<file path="src/rtl/bdta_pkg.sv">
// Package for the binary to decimal ASCII core.
// Holds the ASCII codes, output slot sizes and elaboration-time helpers.
// Used by every module under rtl.
package bdta_pkg;

    localparam int CHAR_SLOTS = 6;
    localparam int CHAR_W     = 8;
    localparam int LEN_W      = 3;
    localparam int LEN_MAX    = 7;
    localparam int ERR_LEN    = 3;
    localparam int IN_W       = 32;
    localparam int OUT_DATA_W = 56;

    localparam logic [CHAR_W-1:0] ASCII_ZERO = 8'h30;
    localparam logic [CHAR_W-1:0] ASCII_E    = 8'h45;
    localparam logic [CHAR_W-1:0] ASCII_R    = 8'h52;

    function automatic logic [63:0] limit_of(input int digits);
        logic [63:0] lim;
        lim = 64'd1;
        for (int k = 0; k < digits; k++) begin
            lim = lim * 64'd10;
        end
        return lim - 64'd1;
    endfunction

    function automatic int bin_width(input int digits);
        logic [63:0] lim;
        int          w;
        lim = limit_of(digits);
        w   = 0;
        for (int k = 0; k < 64; k++) begin
            if ((lim >> k) != 64'd0) begin
                w = k + 1;
            end
        end
        return (w > IN_W) ? IN_W : w;
    endfunction

endpackage

</file>
<file path="src/rtl/bdta_cell.sv">
// One shift-and-adjust cell of the binary to BCD chain.
// Moves one binary bit into the BCD digits per transfer; depends on bdta_pkg.
module bdta_cell
    import bdta_pkg::*;
#(
    parameter int DIGITS = 6,
    parameter int BIN_W  = 20
) (
    input  logic                  i_clk,
    input  logic                  i_rst_n,
    input  logic                  i_valid,
    output logic                  o_ready,
    input  logic                  i_ovf,
    input  logic [4*DIGITS-1:0]   i_bcd,
    input  logic [BIN_W-1:0]      i_bin,
    output logic                  o_valid,
    input  logic                  i_ready,
    output logic                  o_ovf,
    output logic [4*DIGITS-1:0]   o_bcd,
    output logic [BIN_W-1:0]      o_bin
);

    logic                r_valid;
    logic                r_ovf;
    logic [4*DIGITS-1:0] r_bcd;
    logic [BIN_W-1:0]    r_bin;
    logic [4*DIGITS-1:0] n_adj;
    logic                adv;

    assign adv     = !r_valid || i_ready;
    assign o_ready = adv;

    always_comb begin
        for (int d = 0; d < DIGITS; d++) begin
            if (i_bcd[4*d +: 4] >= 4'd5) begin
                n_adj[4*d +: 4] = i_bcd[4*d +: 4] + 4'd3;
            end else begin
                n_adj[4*d +: 4] = i_bcd[4*d +: 4];
            end
        end
    end

    always_ff @(posedge i_clk) begin
        if (!i_rst_n) begin
            r_valid <= 1'b0;
        end else if (adv) begin
            r_valid <= i_valid;
        end
    end

    always_ff @(posedge i_clk) begin
        if (adv) begin
            r_ovf <= i_ovf;
            r_bcd <= {n_adj[4*DIGITS-2:0], i_bin[BIN_W-1]};
            r_bin <= {i_bin[BIN_W-2:0], 1'b0};
        end
    end

    assign o_valid = r_valid;
    assign o_ovf   = r_ovf;
    assign o_bcd   = r_bcd;
    assign o_bin   = r_bin;

endmodule

</file>
<file path="src/rtl/bdta_format.sv">
// Output formatter and result register of the binary to decimal ASCII core.
// Blanks leading zeros, left-aligns the ASCII text, writes ERR on overflow; depends on bdta_pkg.
module bdta_format
    import bdta_pkg::*;
#(
    parameter int DIGITS = 6
) (
    input  logic                  i_clk,
    input  logic                  i_rst_n,
    input  logic                  i_valid,
    output logic                  o_ready,
    input  logic                  i_ovf,
    input  logic [4*DIGITS-1:0]   i_bcd,
    output logic                  o_valid,
    input  logic                  i_ready,
    output logic [OUT_DATA_W-1:0] o_data
);

    localparam int ND_W = $clog2(DIGITS + 1);

    logic                          r_valid;
    logic [OUT_DATA_W-1:0]         r_data;
    logic [ND_W-1:0]               nd;
    logic [CHAR_SLOTS*CHAR_W-1:0]  n_chars;
    logic [LEN_W-1:0]              n_len;
    logic                          adv;

    assign adv     = !r_valid || i_ready;
    assign o_ready = adv;

    always_comb begin
        nd = ND_W'(1);
        for (int j = 0; j < DIGITS; j++) begin
            if (i_bcd[4*j +: 4] != 4'd0) begin
                nd = ND_W'(j + 1);
            end
        end
    end

    always_comb begin
        n_chars = '0;
        n_len   = '0;
        if (i_ovf) begin
            n_chars[0*CHAR_W +: CHAR_W] = ASCII_E;
            n_chars[1*CHAR_W +: CHAR_W] = ASCII_R;
            n_chars[2*CHAR_W +: CHAR_W] = ASCII_R;
            n_len = LEN_W'(ERR_LEN);
        end else begin
            for (int k = 0; k < CHAR_SLOTS; k++) begin
                for (int j = 0; j < DIGITS; j++) begin
                    if (int'(nd) == j + k + 1) begin
                        n_chars[k*CHAR_W +: CHAR_W] = ASCII_ZERO | {4'd0, i_bcd[4*j +: 4]};
                    end
                end
            end
            n_len = (int'(nd) > LEN_MAX) ? LEN_W'(LEN_MAX) : LEN_W'(nd);
        end
    end

    always_ff @(posedge i_clk) begin
        if (!i_rst_n) begin
            r_valid <= 1'b0;
        end else if (adv) begin
            r_valid <= i_valid;
        end
    end

    always_ff @(posedge i_clk) begin
        if (adv) begin
            r_data <= OUT_DATA_W'({i_ovf, n_len, n_chars});
        end
    end

    assign o_valid = r_valid;
    assign o_data  = r_data;

endmodule

</file>
<file path="src/rtl/binary_to_decimal_ascii_core.sv">
// Stages from input transfer to result: one input register,
// one double-dabble cell per binary bit, one format register.
// Throughput: one value per cycle; each stage advances whenever the next one is free.
// Reset: synchronous, active low; clears every valid flag, payload is not reset.
// Depends on bdta_pkg, bdta_cell and bdta_format.
module binary_to_decimal_ascii_core
    import bdta_pkg::*;
#(
    parameter int DIGITS = 6
) (
    input  logic                  i_clk,
    input  logic                  i_rst_n,
    input  logic                  i_s_axis_tvalid,
    output logic                  o_s_axis_tready,
    input  logic [IN_W-1:0]       i_s_axis_tdata,   // value[31:0]
    output logic                  o_m_axis_tvalid,
    input  logic                  i_m_axis_tready,
    output logic [OUT_DATA_W-1:0] o_m_axis_tdata    // char0..char5, text_length, overflow, pad
);

    localparam logic [63:0] LIMIT = limit_of(DIGITS);
    localparam int          BIN_W = bin_width(DIGITS);

    logic                r_in_valid;
    logic                r_in_ovf;
    logic [BIN_W-1:0]    r_in_bin;
    logic                in_adv;

    logic                cv   [BIN_W+1];
    logic                crdy [BIN_W+1];
    logic                covf [BIN_W+1];
    logic [4*DIGITS-1:0] cbcd [BIN_W+1];
    logic [BIN_W-1:0]    cbin [BIN_W+1];

    assign in_adv          = !r_in_valid || crdy[0];
    assign o_s_axis_tready = in_adv;

    always_ff @(posedge i_clk) begin
        if (!i_rst_n) begin
            r_in_valid <= 1'b0;
        end else if (in_adv) begin
            r_in_valid <= i_s_axis_tvalid;
        end
    end

    always_ff @(posedge i_clk) begin
        if (in_adv) begin
            r_in_ovf <= ({32'd0, i_s_axis_tdata} > LIMIT);
            r_in_bin <= i_s_axis_tdata[BIN_W-1:0];
        end
    end

    assign cv[0]   = r_in_valid;
    assign covf[0] = r_in_ovf;
    assign cbcd[0] = '0;
    assign cbin[0] = r_in_bin;

    for (genvar i = 0; i < BIN_W; i++) begin : g_cell
        bdta_cell #(
            .DIGITS (DIGITS),
            .BIN_W  (BIN_W)
        ) u_cell (
            .i_clk   (i_clk),
            .i_rst_n (i_rst_n),
            .i_valid (cv[i]),
            .o_ready (crdy[i]),
            .i_ovf   (covf[i]),
            .i_bcd   (cbcd[i]),
            .i_bin   (cbin[i]),
            .o_valid (cv[i+1]),
            .i_ready (crdy[i+1]),
            .o_ovf   (covf[i+1]),
            .o_bcd   (cbcd[i+1]),
            .o_bin   (cbin[i+1])
        );
    end

    bdta_format #(
        .DIGITS (DIGITS)
    ) u_format (
        .i_clk   (i_clk),
        .i_rst_n (i_rst_n),
        .i_valid (cv[BIN_W]),
        .o_ready (crdy[BIN_W]),
        .i_ovf   (covf[BIN_W]),
        .i_bcd   (cbcd[BIN_W]),
        .o_valid (o_m_axis_tvalid),
        .i_ready (i_m_axis_tready),
        .o_data  (o_m_axis_tdata)
    );

endmodule

</file>
<file path="config.mk">
export PLATFORM = sky130hd
export DESIGN_NAME = binary_to_decimal_ascii_core
export DESIGN_NICKNAME = d
export VERILOG_FILES = /design/src/rtl/bdta_pkg.sv /design/src/rtl/bdta_cell.sv /design/src/rtl/bdta_format.sv /design/src/rtl/binary_to_decimal_ascii_core.sv
export SDC_FILE = /design/constraint.sdc
export NUM_CORES = 1
export LEC_CHECK = 0
export BUFFER_PORTS_ARGS = -buffer_cell sky130_fd_sc_hd__buf_4
export CAP_MARGIN = 20
export CORE_UTILIZATION = 65
export DETAILED_ROUTE_END_ITERATION = 10
export PLACE_DENSITY = 0.83
export SLEW_MARGIN = 20
export SYNTH_ARGS = -nofsm -noshare
export SYNTH_HDL_FRONTEND = slang
export SYNTH_SLANG_ARGS = --single-unit
</file>
<file path="constraint.sdc">
create_clock -name i_clk -period 6.2 [get_ports i_clk]
set_input_delay 0.31 -clock i_clk [delete_from_list [all_inputs] [get_ports i_clk]]
set_output_delay 0.31 -clock i_clk [all_outputs]
set_load 0.02 [all_outputs]
</file>
[Word-level counts from Yosys, hierarchy flattened]
Index checks and enable logic that the tools add are counted.
Operators by class
  $add $sub $neg: 99
  magnitude comparators: 100
  eq/ne operators: 7
  mux-type cells: 130
  reduce and logical (&&, ||, !) cells: 55
Operators by type and width (number)
  4-bit by 3-bit greater-or-equal comparator with 1-bit output (second input constant): 93
  4-bit by 2-bit adder with 4-bit output (second input constant): 80
  4-bit 2-to-1 mux: 80
  7-bit 2-to-1 mux: 14
  6-bit 2-to-1 mux: 12
  3-bit 2-to-1 mux: 17
  3-bit by 2-bit adder with 3-bit output (second input constant): 13
  32-bit by 20-bit greater-than comparator with 1-bit output (second input constant): 1
  1-bit logical NOT: 22
  1-bit logical OR: 22
  4-bit nonzero test: 5
  1-bit by 2-bit adder with 3-bit output (both inputs constant): 5
  1-bit by 3-bit greater-or-equal comparator with 1-bit output (both inputs constant): 5
  3-bit == test (second input constant): 4
  6-bit OR reduction: 2
  3-bit by 2-bit == test with 1-bit output (second input constant): 2
  1-bit 2-to-1 mux: 6
  5-bit OR reduction: 1
  4-bit OR reduction: 1
  1-bit by 2-bit adder with 3-bit output (second input constant): 1
  3-bit by 1-bit == test with 1-bit output (second input constant): 1
  1-bit by 3-bit greater-or-equal comparator with 1-bit output (second input constant): 1
  3-bit OR reduction: 1
  2-bit 2-to-1 mux: 1
  2-bit OR reduction: 1
Storage, ports and cells
  flip-flop bits (word level): 702
  input bits: 36
  word-level logic and storage cells: 488

[Longest topological paths before layout]
Gate-level depths: netlist (run 1).
  depth after elaboration: 23
  depth in mapped cells: 7

[By module]
Synthesis (run 1) repeated with hierarchy kept, for this count alone.
Unflattened totals
  cells, all modules: 3087
  area total of the unflattened synthesis: 42091.6 sq um
By module, submodules not included
  bdta_cell: times used 20, cells an instance 142, area an instance 1958.1 sq um, seq. area each 1341.3 sq um
  bdta_format: times used 1, cells an instance 211, area an instance 2182.1 sq um, seq. area each 1131.1 sq um
  binary_to_decimal_ascii_core: times used 1, cells an instance 36, area an instance 747.0 sq um, seq. area each 650.6 sq um

[Worst setup path before layout (run 1)]
Ideal clock, no wire load.
  path kind: register to register
  from: reg u_format.r_valid, in the netlist u_format.o_valid
  to: reg r_in_bin[0] (enable)
  data arrival time: 2328 ps
  required time: 5616 ps
  setup slack: 3287 ps
  stages on the path, launching flop included: 7
  period minus slack after synthesis: 2913 ps
  cell sequence: dfxtp_1 > nor2b_4 > and3_2 > inv_2 > nor3b_4 > buf_6 > nand4_1
On the way
  longest elaborated chain between the ends: 23
Ends and longest elaborated chain
  from (decl): line bdta_format.sv:21  | logic r_valid;
  from (signal assigned): line bdta_format.sv:64  | r_valid <= i_valid;
  1-bit logical NOT: line bdta_format.sv:28  | assign adv = !r_valid || i_ready;
  1-bit logical OR: line bdta_format.sv:28
  1-bit logical OR (2 in a row): line bdta_cell.sv:30  | assign adv = !r_valid || i_ready;
  named net g_cell[17].u_cell.i_ready: line bdta_cell.sv:17  | input logic i_ready,
  1-bit logical OR (18 in a row): line bdta_cell.sv:30
  1-bit logical OR: line binary_to_decimal_ascii_core.sv:35  | assign in_adv = !r_in_valid || crdy[0];
  named net o_s_axis_tready: line binary_to_decimal_ascii_core.sv:14  | output logic o_s_axis_tready,
  to (signal assigned): line binary_to_decimal_ascii_core.sv:49  | r_in_bin <= i_s_axis_tdata[BIN_W-1:0];
  to (decl): line binary_to_decimal_ascii_core.sv:26  | logic [BIN_W-1:0] r_in_bin;
The timed path passes the listed nets, and every way through them passes these cells.
A chain may end at the register's enable or synchronous reset.

[Worst setup path after layout (run 1)]
  from: reg u_format.r_valid, in the netlist u_format.o_valid
  to: out o_s_axis_tready
On the way
  longest elaborated chain between the ends: 23
Ends and longest elaborated chain (line)
  1-bit logical NOT: bdta_format.sv:28
  1-bit logical OR: bdta_format.sv:28
  1-bit logical OR (2 in a row): bdta_cell.sv:30
  named net g_cell[17].u_cell.i_ready: bdta_cell.sv:17
  1-bit logical OR (18 in a row): bdta_cell.sv:30
  1-bit logical OR: binary_to_decimal_ascii_core.sv:35
  to (decl): binary_to_decimal_ascii_core.sv:14
The timed path passes the listed nets, and every way through them passes these cells.

==> results.json, run 1 <==
{
  "endpoint_kind": "output port",
  "critPathLaunchType": "flop",
  "numClockSinks": 553,
  "first_pass_iters": 6,
  "grt_overflow": 0,
  "use_met1_pct": 26.8,
  "nets": 1981,
  "final_util_pct": 74.6,
  "status": "finished, final reports clean",
  "postLayoutCellArea_um2": 26400,
  "fill_cells": 2026,
  "area_growth_syn_to_layout_pct": 13.1,
  "cts_resized": 0,
  "drv_cap": 0,
  "drt-total-wl_um": 42200,
  "io_pins": 94,
  "grt_pass1_wl_um": 66200,
  "grtUsageTotal_pct": 23.5,
  "syn_inst": 1686,
  "fmax_mhz": 296,
  "root_buffer": "clkbuf_16",
  "holdWs_ns": 0.0583,
  "vias_per_cell": 5.71,
  "vias": 13331,
  "layout_setup_ws_ns": 2.83,
  "period_share_pct": 54.4,
  "antenna_found_initial": 0,
  "slew_headroom_pct": 29.2,
  "setup_viol": 0,
  "synth_cell_types": 44,
  "synth_warnings": 0,
  "drive_above_1_share_pct": 9.83,
  "row_count": 69,
  "yosys.area.top_type": "edfxtp_1",
  "wire_per_inst_um": 18.1,
  "post-route-drc-count": 0,
  "synth_area_per_cell_um2": 13.8,
  "synth_top_flop_cell": "edfxtp_1",
  "port_buffers": 80,
  "cts_tree": "done",
  "ant_nets": 0,
  "finClkSkew_ns": 0.0203,
  "slew_violations": 0,
  "synth.most_common_cell": "edfxtp_1",
  "yosysSeqAreaShare_pct": 70.2,
  "critPathKind": "flop to output port",
  "dp_hpwl_um": 26900,
  "core_area_um2": 35400,
  "dp_worst_setup_slack_ns": 2.68,
  "worstPathArrival_ns": 3.06,
  "drt-initial-drc-count": 1061,
  "layout_min_cycle_time_ns": 3.37,
  "grt_max_degree": 37,
  "grt_pass1_vias": 13311,
  "use_met2_pct": 43.5,
  "fp.dieH_um": 191,
  "irDropWorstVdd_uv": 315,
  "synth.top_cell.area_share_pct": 68.4,
  "synthesis.area_um2": 23300,
  "rsz0062_at_grt": "no",
  "ys_ff_latch": 553,
  "die_area_um2": 36600,
  "dieWidth_um": 191,
  "ctsHoldBuffers": 21,
  "synth_area_leaders": "edfxtp_1 68%, ha_1 6.3%, nand2_1 3.7%",
  "crit_required_ns": 5.89,
  "hold_viol_final": 0,
  "post-cts-setup-buffer-count": 0,
  "cp_max_fo": 28,
  "synth_edf_count": 531,
  "setup_tns_ns": 0,
  "async_flop_share_pct": 0,
  "clk_latency_ns": 0.60,
  "clk_pin_slew_ns": 0.06,
  "powerDensity_nw_per_um2": 453,
  "numCtsBuffers": 53,
  "tightestPinTransition_ns": 1.06,
  "synth_common_cells": "531 x edfxtp_1, 230 x nand2_1, 133 x inv_1, 127 x o21ai_0, 117 x ha_1",
  "n_antenna_cell": 0,
  "p_leak_uw": 0.0107,
  "busiest_layer": "met2",
  "met3_usage_pct": 3.49,
  "gp_congestion": 0.885,
  "start_util_pct": 65.9,
  "min_path_type": "input port to flop",
  "place_area_um2": 24400,
  "cts.path.max_buffers": 3,
  "cts.htree.levels": 2
}
==> area by class of cell <==
cell class	count	area [um^2]	area share (%)
inverters	134	503	1.91
repair buffers	109	893	3.39
well taps	461	577	2.19
flip-flops and latches	553	16400	62.1
clock buffers	73	1480	5.62
clock inverters	26	253	0.958
multi-input cells	977	6300	23.9
==> through the flow <==
| step | total power (uW) | std cells |
|---|---|---|
| finish | 12000 | 2333 |
| global route | 12600 | 2333 |
| CTS | 12000 | 2330 |
| detailed placement | 8720 | 2210 |
| global placement | 8440 | 2210 |
| floorplan | 7900 | 1698 |
==> final timing paths <==
kind                                              start                        to  slack [ns]  cells after the start
worst max-delay path                   u_format.o_valid           o_s_axis_tready        2.83                      7
worst min-delay path                    i_m_axis_tready          u_format.o_valid        0.06                      3
worst max register to register         u_format.o_valid  g_cell[2].u_cell.o_valid        2.89                      6
worst min register to register  g_cell[17].u_cell.o_ovf   g_cell[18].u_cell.o_ovf        0.41                      0
==> cell families (layout without fill, tap and decap cells) <==
| logic type | after synthesis | in the layout | synth area share, % |
|---|---|---|---|
| muxes | 53 | 53 | 2.27 |
| buffers and inverters | 168 | 342 | 3.07 |
| and+or+nand+nor | 475 | 475 | 9.67 |
| other | 1 | 13 | 0.0161 |
| DFF | 553 | 553 | 70.2 |
| xor gates and xnor gates | 57 | 57 | 2.14 |
| AOI/OAI and AO/OA | 262 | 262 | 6.31 |
| adders and majority gates | 117 | 117 | 6.28 |
==> critical path: stages, from the launching register on <==
cell and delay (ns):
dfxtp_1 0.33, nor2b_4 0.18, and3_2 0.27, inv_2 0.27, nor3b_4 0.71, nand4_1 0.22
buf_4 0.29, buf_4 0.19
==> where the power goes <==
part | switching [uW] | internal, uW
Combinational | 1620 | 1230
Sequential | 714 | 5200
Clock | 1370 | 1850
Total | 3700 | 8270
==> sequential cells by signal (all words and copies together), names as in the netlist, 20 cells and up <==
register,flops
g_cell.u_cell.o_ovf,20
g_cell.u_cell.o_valid,20
u_format.o_data,36
g_cell.u_cell.o_bcd,264
r_in_bin,20
g_cell.u_cell.o_bin,190
==> layout by cell type, fill, tap and decap left out, types with 7 or more instances in the layout <==
cell type	synthesis	final
nor2_1	77	77
mux2i_1	53	53
nor2b_1	9	9
xnor2_1	57	57
nand2b_1	103	103
ha_1	117	117
dlygate4sd3_1	0	21
clkinv_1	0	7
edfxtp_1	531	531
and3_1	8	8
buf_4	20	85
o21ai_0	127	127
clkbuf_1	10	13
a21oi_1	79	79
clkbuf_16	0	54
clkinv_2	0	10
conb_1	1	13
o21a_1	11	11
a21boi_0	10	10
inv_1	133	133
nand3_1	14	11
nand2_1	230	229
a22oi_1	7	7
dfxtp_1	22	22
==> metal layers <==
layer	part of all wire [%]	routed length, um
met1	36	15100
met2	55	23000
met3	6.2	2640
met4	3.5	1500
met5	0	0
(Power assumes the default switching activity.)
==> inputs of run 2 (changes only) <==
--- a/config.mk
+++ b/config.mk
@@ -7,9 +7,9 @@
 export LEC_CHECK = 0
 export BUFFER_PORTS_ARGS = -buffer_cell sky130_fd_sc_hd__buf_4
 export CAP_MARGIN = 20
-export CORE_UTILIZATION = 65
+export CORE_UTILIZATION = 62
 export DETAILED_ROUTE_END_ITERATION = 10
-export PLACE_DENSITY = 0.83
+export PLACE_DENSITY = 0.8
 export SLEW_MARGIN = 20
 export SYNTH_ARGS = -nofsm -noshare
 export SYNTH_HDL_FRONTEND = slang
==> constraint.sdc (replaced) <==
create_clock -name i_clk -period 3.15 [get_ports i_clk]
set_input_delay 0.1575 -clock i_clk [delete_from_list [all_inputs] [get_ports i_clk]]
set_output_delay 0.1575 -clock i_clk [all_outputs]
set_load 0.02 [all_outputs]
==> results.json, run 2 (synthesis gave the netlist of run 1 again) <==
{
  "ff2ff_setup_slack_ns": 0.28,
  "irDropWorstVdd_uv": 586,
  "post-route-drc-count": 0,
  "n_antenna_cell": 0,
  "pwr-share-clk_pct": 27.1,
  "slowest_stage": "nor3_1",
  "vias_per_cell": 5.51,
  "root_buffer": "clkbuf_16",
  "cts_resized": 0,
  "endpoint_kind": "output port",
  "critPathLaunchType": "flop",
  "drive_above_1_share_pct": 10.1,
  "grt_max_degree": 37,
  "p_int_uw": 16300,
  "fmax_mhz": 339,
  "min_path_type": "input port to flop",
  "path_cells": "nand3_1 > nor3_1 > nand4_1 > buf_4 > buf_4",
  "nets": 2002,
  "final_util_pct": 72.2,
  "period_share_pct": 93.5,
  "area_growth_syn_to_layout_pct": 13.8,
  "wire_per_inst_um": 17.0,
  "power.switching_uw": 7040,
  "grt_overflow": 0,
  "worstPathArrival_ns": 2.79,
  "drt-total-wl_um": 40100,
  "row_count": 70,
  "combPwrFrac_pct": 23.5,
  "numCtsBuffers": 53,
  "rsz0062_at_grt": "no",
  "final_common_cell": "edfxtp_1",
  "slew_headroom_pct": 30.0,
  "finClkSkew_ns": 0.0163,
  "switching_share_pct": 30.2,
  "drt-met1-wl_um": 14300,
  "postLayoutCellArea_um2": 26500,
  "grt_pass1_wl_um": 64000,
  "cp_max_fo": 23,
  "tightestPinTransition_ns": 1.04,
  "place_inst": 2234,
  "fp.dieH_um": 196,
  "top_layer_used": "met4",
  "finalNonFillerCells": 2360,
  "hold_viol_final": 0,
  "drv_cap": 0,
  "cts.path.max_buffers": 3,
  "numClockSinks": 553,
  "first_pass_iters": 4,
  "post-cts-setup-buffer-count": 0,
  "status": "finished, final reports clean",
  "fill_cells": 2237,
  "cts.htree.levels": 2,
  "setup_tns_ns": 0,
  "layout_min_cycle_time_ns": 2.95,
  "dieWidth_um": 196,
  "powerDensity_nw_per_um2": 879,
  "slew_violations": 0,
  "largest_register_ff_count": 264,
  "dr_wl_met2_um": 22400,
  "io_pins": 94,
  "antenna_found_initial": 1,
  "met3_length_um": 2110,
  "ant_nets": 0,
  "die_area_um2": 38400,
  "ctsHoldBuffers": 28,
  "gp_congestion": 0.850,
  "mostFrequentLayoutCells": "531 x edfxtp_1, 228 x nand2_1, 133 x inv_1",
  "start_util_pct": 63.4,
  "port_buffers": 80,
  "core_area_um2": 36800,
  "dp_hpwl_um": 26800,
  "crit_required_ns": 2.99,
  "critPathKind": "flop to output port",
  "seq_power_share_pct": 49.4,
  "grt_pass1_vias": 13112,
  "path_common_cell": "buf_4",
  "cts_tree": "done",
  "vias": 13006,
  "grtUsageTotal_pct": 21.4,
  "clk_latency_ns": 0.61,
  "clk_pin_slew_ns": 0.07,
  "place_area_um2": 24500,
  "drt-initial-drc-count": 645,
  "totalPowerFinal_uw": 23300,
  "p_leak_uw": 0.0108,
  "setup_viol": 0,
  "slowest_delay_ns": 0.86
}
==> run 2: cell type report <==
class                           instances  area [um^2]  share of cell area (%)
Inverter                              134          503                    1.89
Timing Repair Buffer                  130         1050                    3.94
Multi-Input combinational cell        977         6280                    23.7
Clock inverter                         26          298                    1.12
Sequential cell                       553        16400                    61.7
Tap cell                              468          586                    2.21
Clock buffer                           72         1450                    5.45
==> run 2: power groups by stage <==
stage	Sequential [uW]	Combinational [uW]	Clock, uW
floorplan	11200	4330	0
global placement	11600	5020	0
detailed placement	11700	5410	0
CTS	11500	5520	6410
global route	11700	6260	6710
finish	11500	5480	6320
==> run 2: path summary, 6_finish.rpt <==
path                                                  start                           to  cells past startpoint
worst max register to register     g_cell[8].u_cell.o_valid                   r_in_valid                      6
worst max-delay path               g_cell[8].u_cell.o_valid              o_s_axis_tready                      5
worst min-delay path                      i_s_axis_tdata[5]                  r_in_bin[5]                      2
worst min register to register  g_cell[11].u_cell.o_bin[14]  g_cell[12].u_cell.o_bin[15]                      0
==> run 2: through the flow <==
stage	setup slack [ns]	hold slack (ns)
2_1_floorplan	0.237	0.256
3_3_place_gp	0.909	0.338
3_5_place_dp	0.920	0.337
4_1_cts	0.225	0.244
5_1_grt	0.0663	0.260
6_report	0.204	0.279
==> run 2: worst max-delay path: cells and delay by family (launching register included) <==
| family | cells | cell delay, ns |
|---|---|---|
| simple gates | 3 | 1.29 |
| buf+inv | 2 | 0.50 |
| flops | 1 | 0.39 |
==> run 2: routing by layer <==
metal / track usage (%) / vias to the layer above
met5: 0 / -
met4: 8.19 / 0
met1: 22.4 / 6242
met2: 41.8 / 372
li1: - / 6298
met3: 4.04 / 94
==> inputs of run 3 (changes only) <==
--- a/config.mk
+++ b/config.mk
@@ -9,6 +9,7 @@
 export CAP_MARGIN = 20
 export CORE_UTILIZATION = 62
 export DETAILED_ROUTE_END_ITERATION = 10
+export GPL_TIMING_DRIVEN = 0
 export PLACE_DENSITY = 0.8
 export SLEW_MARGIN = 20
 export SYNTH_ARGS = -nofsm -noshare
==> results.json, run 3 (synthesis gave the netlist of run 1 again) <==
{
  "cp_max_fo": 28,
  "worstPathArrival_ns": 2.77,
  "status": "finished, final reports clean",
  "grt_overflow": 0,
  "port_buffers": 80,
  "cts.path.max_buffers": 3,
  "grt_pass1_wl_um": 62800,
  "hold_viol_final": 0,
  "numCtsBuffers": 53,
  "row_count": 70,
  "reg2reg_to": "g_cell[9].u_cell.o_bcd[9]",
  "gp_congestion": 0.892,
  "clk_pin_slew_ns": 0.07,
  "vias_per_cell": 5.45,
  "place_area_um2": 24600,
  "whs_path_depth": 2,
  "die_area_um2": 38400,
  "final_util_pct": 72.7,
  "cts_tree": "done",
  "drt-total-wl_um": 37800,
  "period_share_pct": 93.0,
  "slowest_stage": "dfxtp_1",
  "clk_latency_ns": 0.61,
  "drv_cap": 0,
  "hp-start": "i_s_axis_tdata[0]",
  "path_cells": "nor2b_4 > and3_2 > inv_2 > nor3b_4 > buf_4 > buf_6 > nand4_1 > buf_4",
  "root_buffer": "clkbuf_16",
  "vias": 12987,
  "p_leak_uw": 0.0109,
  "tightestPinTransition_ns": 1.01,
  "finClkSkew_ns": 0.0221,
  "post-route-drc-count": 0,
  "numClockSinks": 553,
  "drt-initial-drc-count": 702,
  "n_antenna_cell": 0,
  "irDropWorstVdd_uv": 796,
  "core_area_um2": 36800,
  "reg2reg_depth": 7,
  "grt_pass1_vias": 13380,
  "dp_hpwl_um": 24300,
  "ant_nets": 0,
  "nets": 2025,
  "postLayoutCellArea_um2": 26700,
  "ff2ff_setup_slack_ns": 0.25,
  "fmax_mhz": 341,
  "critPathLaunchType": "flop",
  "grtUsageTotal_pct": 20.5,
  "cts.htree.levels": 2,
  "dieWidth_um": 196,
  "slowest_delay_ns": 0.34,
  "critPathKind": "flop to output port",
  "rsz0062_at_grt": "no",
  "endpoint_kind": "output port",
  "start_util_pct": 63.4,
  "mostFrequentLayoutCells": "531 x edfxtp_1, 225 x nand2_1, 131 x inv_1",
  "final_common_cell": "edfxtp_1",
  "drive_above_1_share_pct": 11.5,
  "io_pins": 94,
  "setup_viol": 0,
  "wire_per_inst_um": 15.9,
  "min_path_type": "input port to flop",
  "fp.dieH_um": 196,
  "powerDensity_nw_per_um2": 873,
  "layout_min_cycle_time_ns": 2.93,
  "antenna_found_initial": 0,
  "largest_register_ff_count": 264,
  "first_pass_iters": 4,
  "r2r-start": "u_format.o_valid",
  "slew_violations": 0,
  "slew_headroom_pct": 32.8,
  "path_common_cell": "buf_4",
  "crit_required_ns": 2.99,
  "area_growth_syn_to_layout_pct": 14.6,
  "grt_max_degree": 37,
  "whs_endpoint": "r_in_bin[0]"
}
==> run 3: timing repair <==
action	in CTS	in global routing
resized for setup	4	4
endpoints found under the hold margin	27	0
pin swaps	1	2
endpoints found under the setup margin	112	97
hold buffers	26	0
gates cloned	1	1
setup buffers	1	6
==> run 3: cell type report <==
cell class                 count  area [um^2]
timing repair buffer         117          962
clock buffer                  68         1430
multi-input combinational    978         6330
tap                          468          586
sequential                   553        16400
timing repair inverter         1         5.00
buffer                        34          214
clock inverter                29          319
inverter                     134          507
fill                        2236        10000
==> run 3: worst max-delay path: cells and delay by family, from the launching register on <==
family,cells,cell delay (ns)
buffers and inverters,4,0.89
AND/OR/NAND/NOR,4,0.94
flip-flops,1,0.34
==> run 3: worst max-delay path by stage <==
| stage | from | to | slack [ns] | cells past startpoint |
|---|---|---|---|---|
| after floorplan | u_format.o_valid | r_in_bin[0] | 0.24 | 6 |
| after global placement | u_format.o_valid | g_cell[6].u_cell.o_bcd[8] | -0.15 | 5 |
| after detailed placement | u_format.o_valid | g_cell[1].u_cell.o_bcd[1] | -0.29 | 6 |
| after CTS | u_format.o_valid | g_cell[14].u_cell.o_bcd[15] | 0.01 | 5 |
| after global routing | u_format.o_valid | g_cell[15].u_cell.o_bcd[8] | 0.04 | 5 |
| final | u_format.o_valid | o_s_axis_tready | 0.22 | 8 |
==> run 3: per-stage QoR <==
stage | hold slack (ns) | std cells | setup slack (ns) | total power [uW] | TNS [ns]
2_1_floorplan | 0.256 | 1698 | 0.237 | 15600 | 0
3_3_place_gp | 0.338 | 2246 | -0.149 | 16400 | -3.54
3_5_place_dp | 0.337 | 2249 | -0.294 | 17000 | -12.83
4_1_cts | 0.227 | 2374 | 0.0134 | 23500 | 0
5_1_grt | 0.254 | 2382 | 0.0354 | 24800 | 0
6_report | 0.274 | 2382 | 0.220 | 23300 | 0
==> run 3: report_power, final <==
part	leakage [uW]	switching [uW]	internal, uW
clock	0.000854	2700	3710
sequential	0.00593	1270	10200
combinational	0.00413	3000	2440
==> run 3: layer usage <==
metal  share of wire, %  GRT usage (%)
met1                 35           20.3
met2                 58           41.7
met3                3.8           3.27
met4                2.9           8.25
met5                  0              0
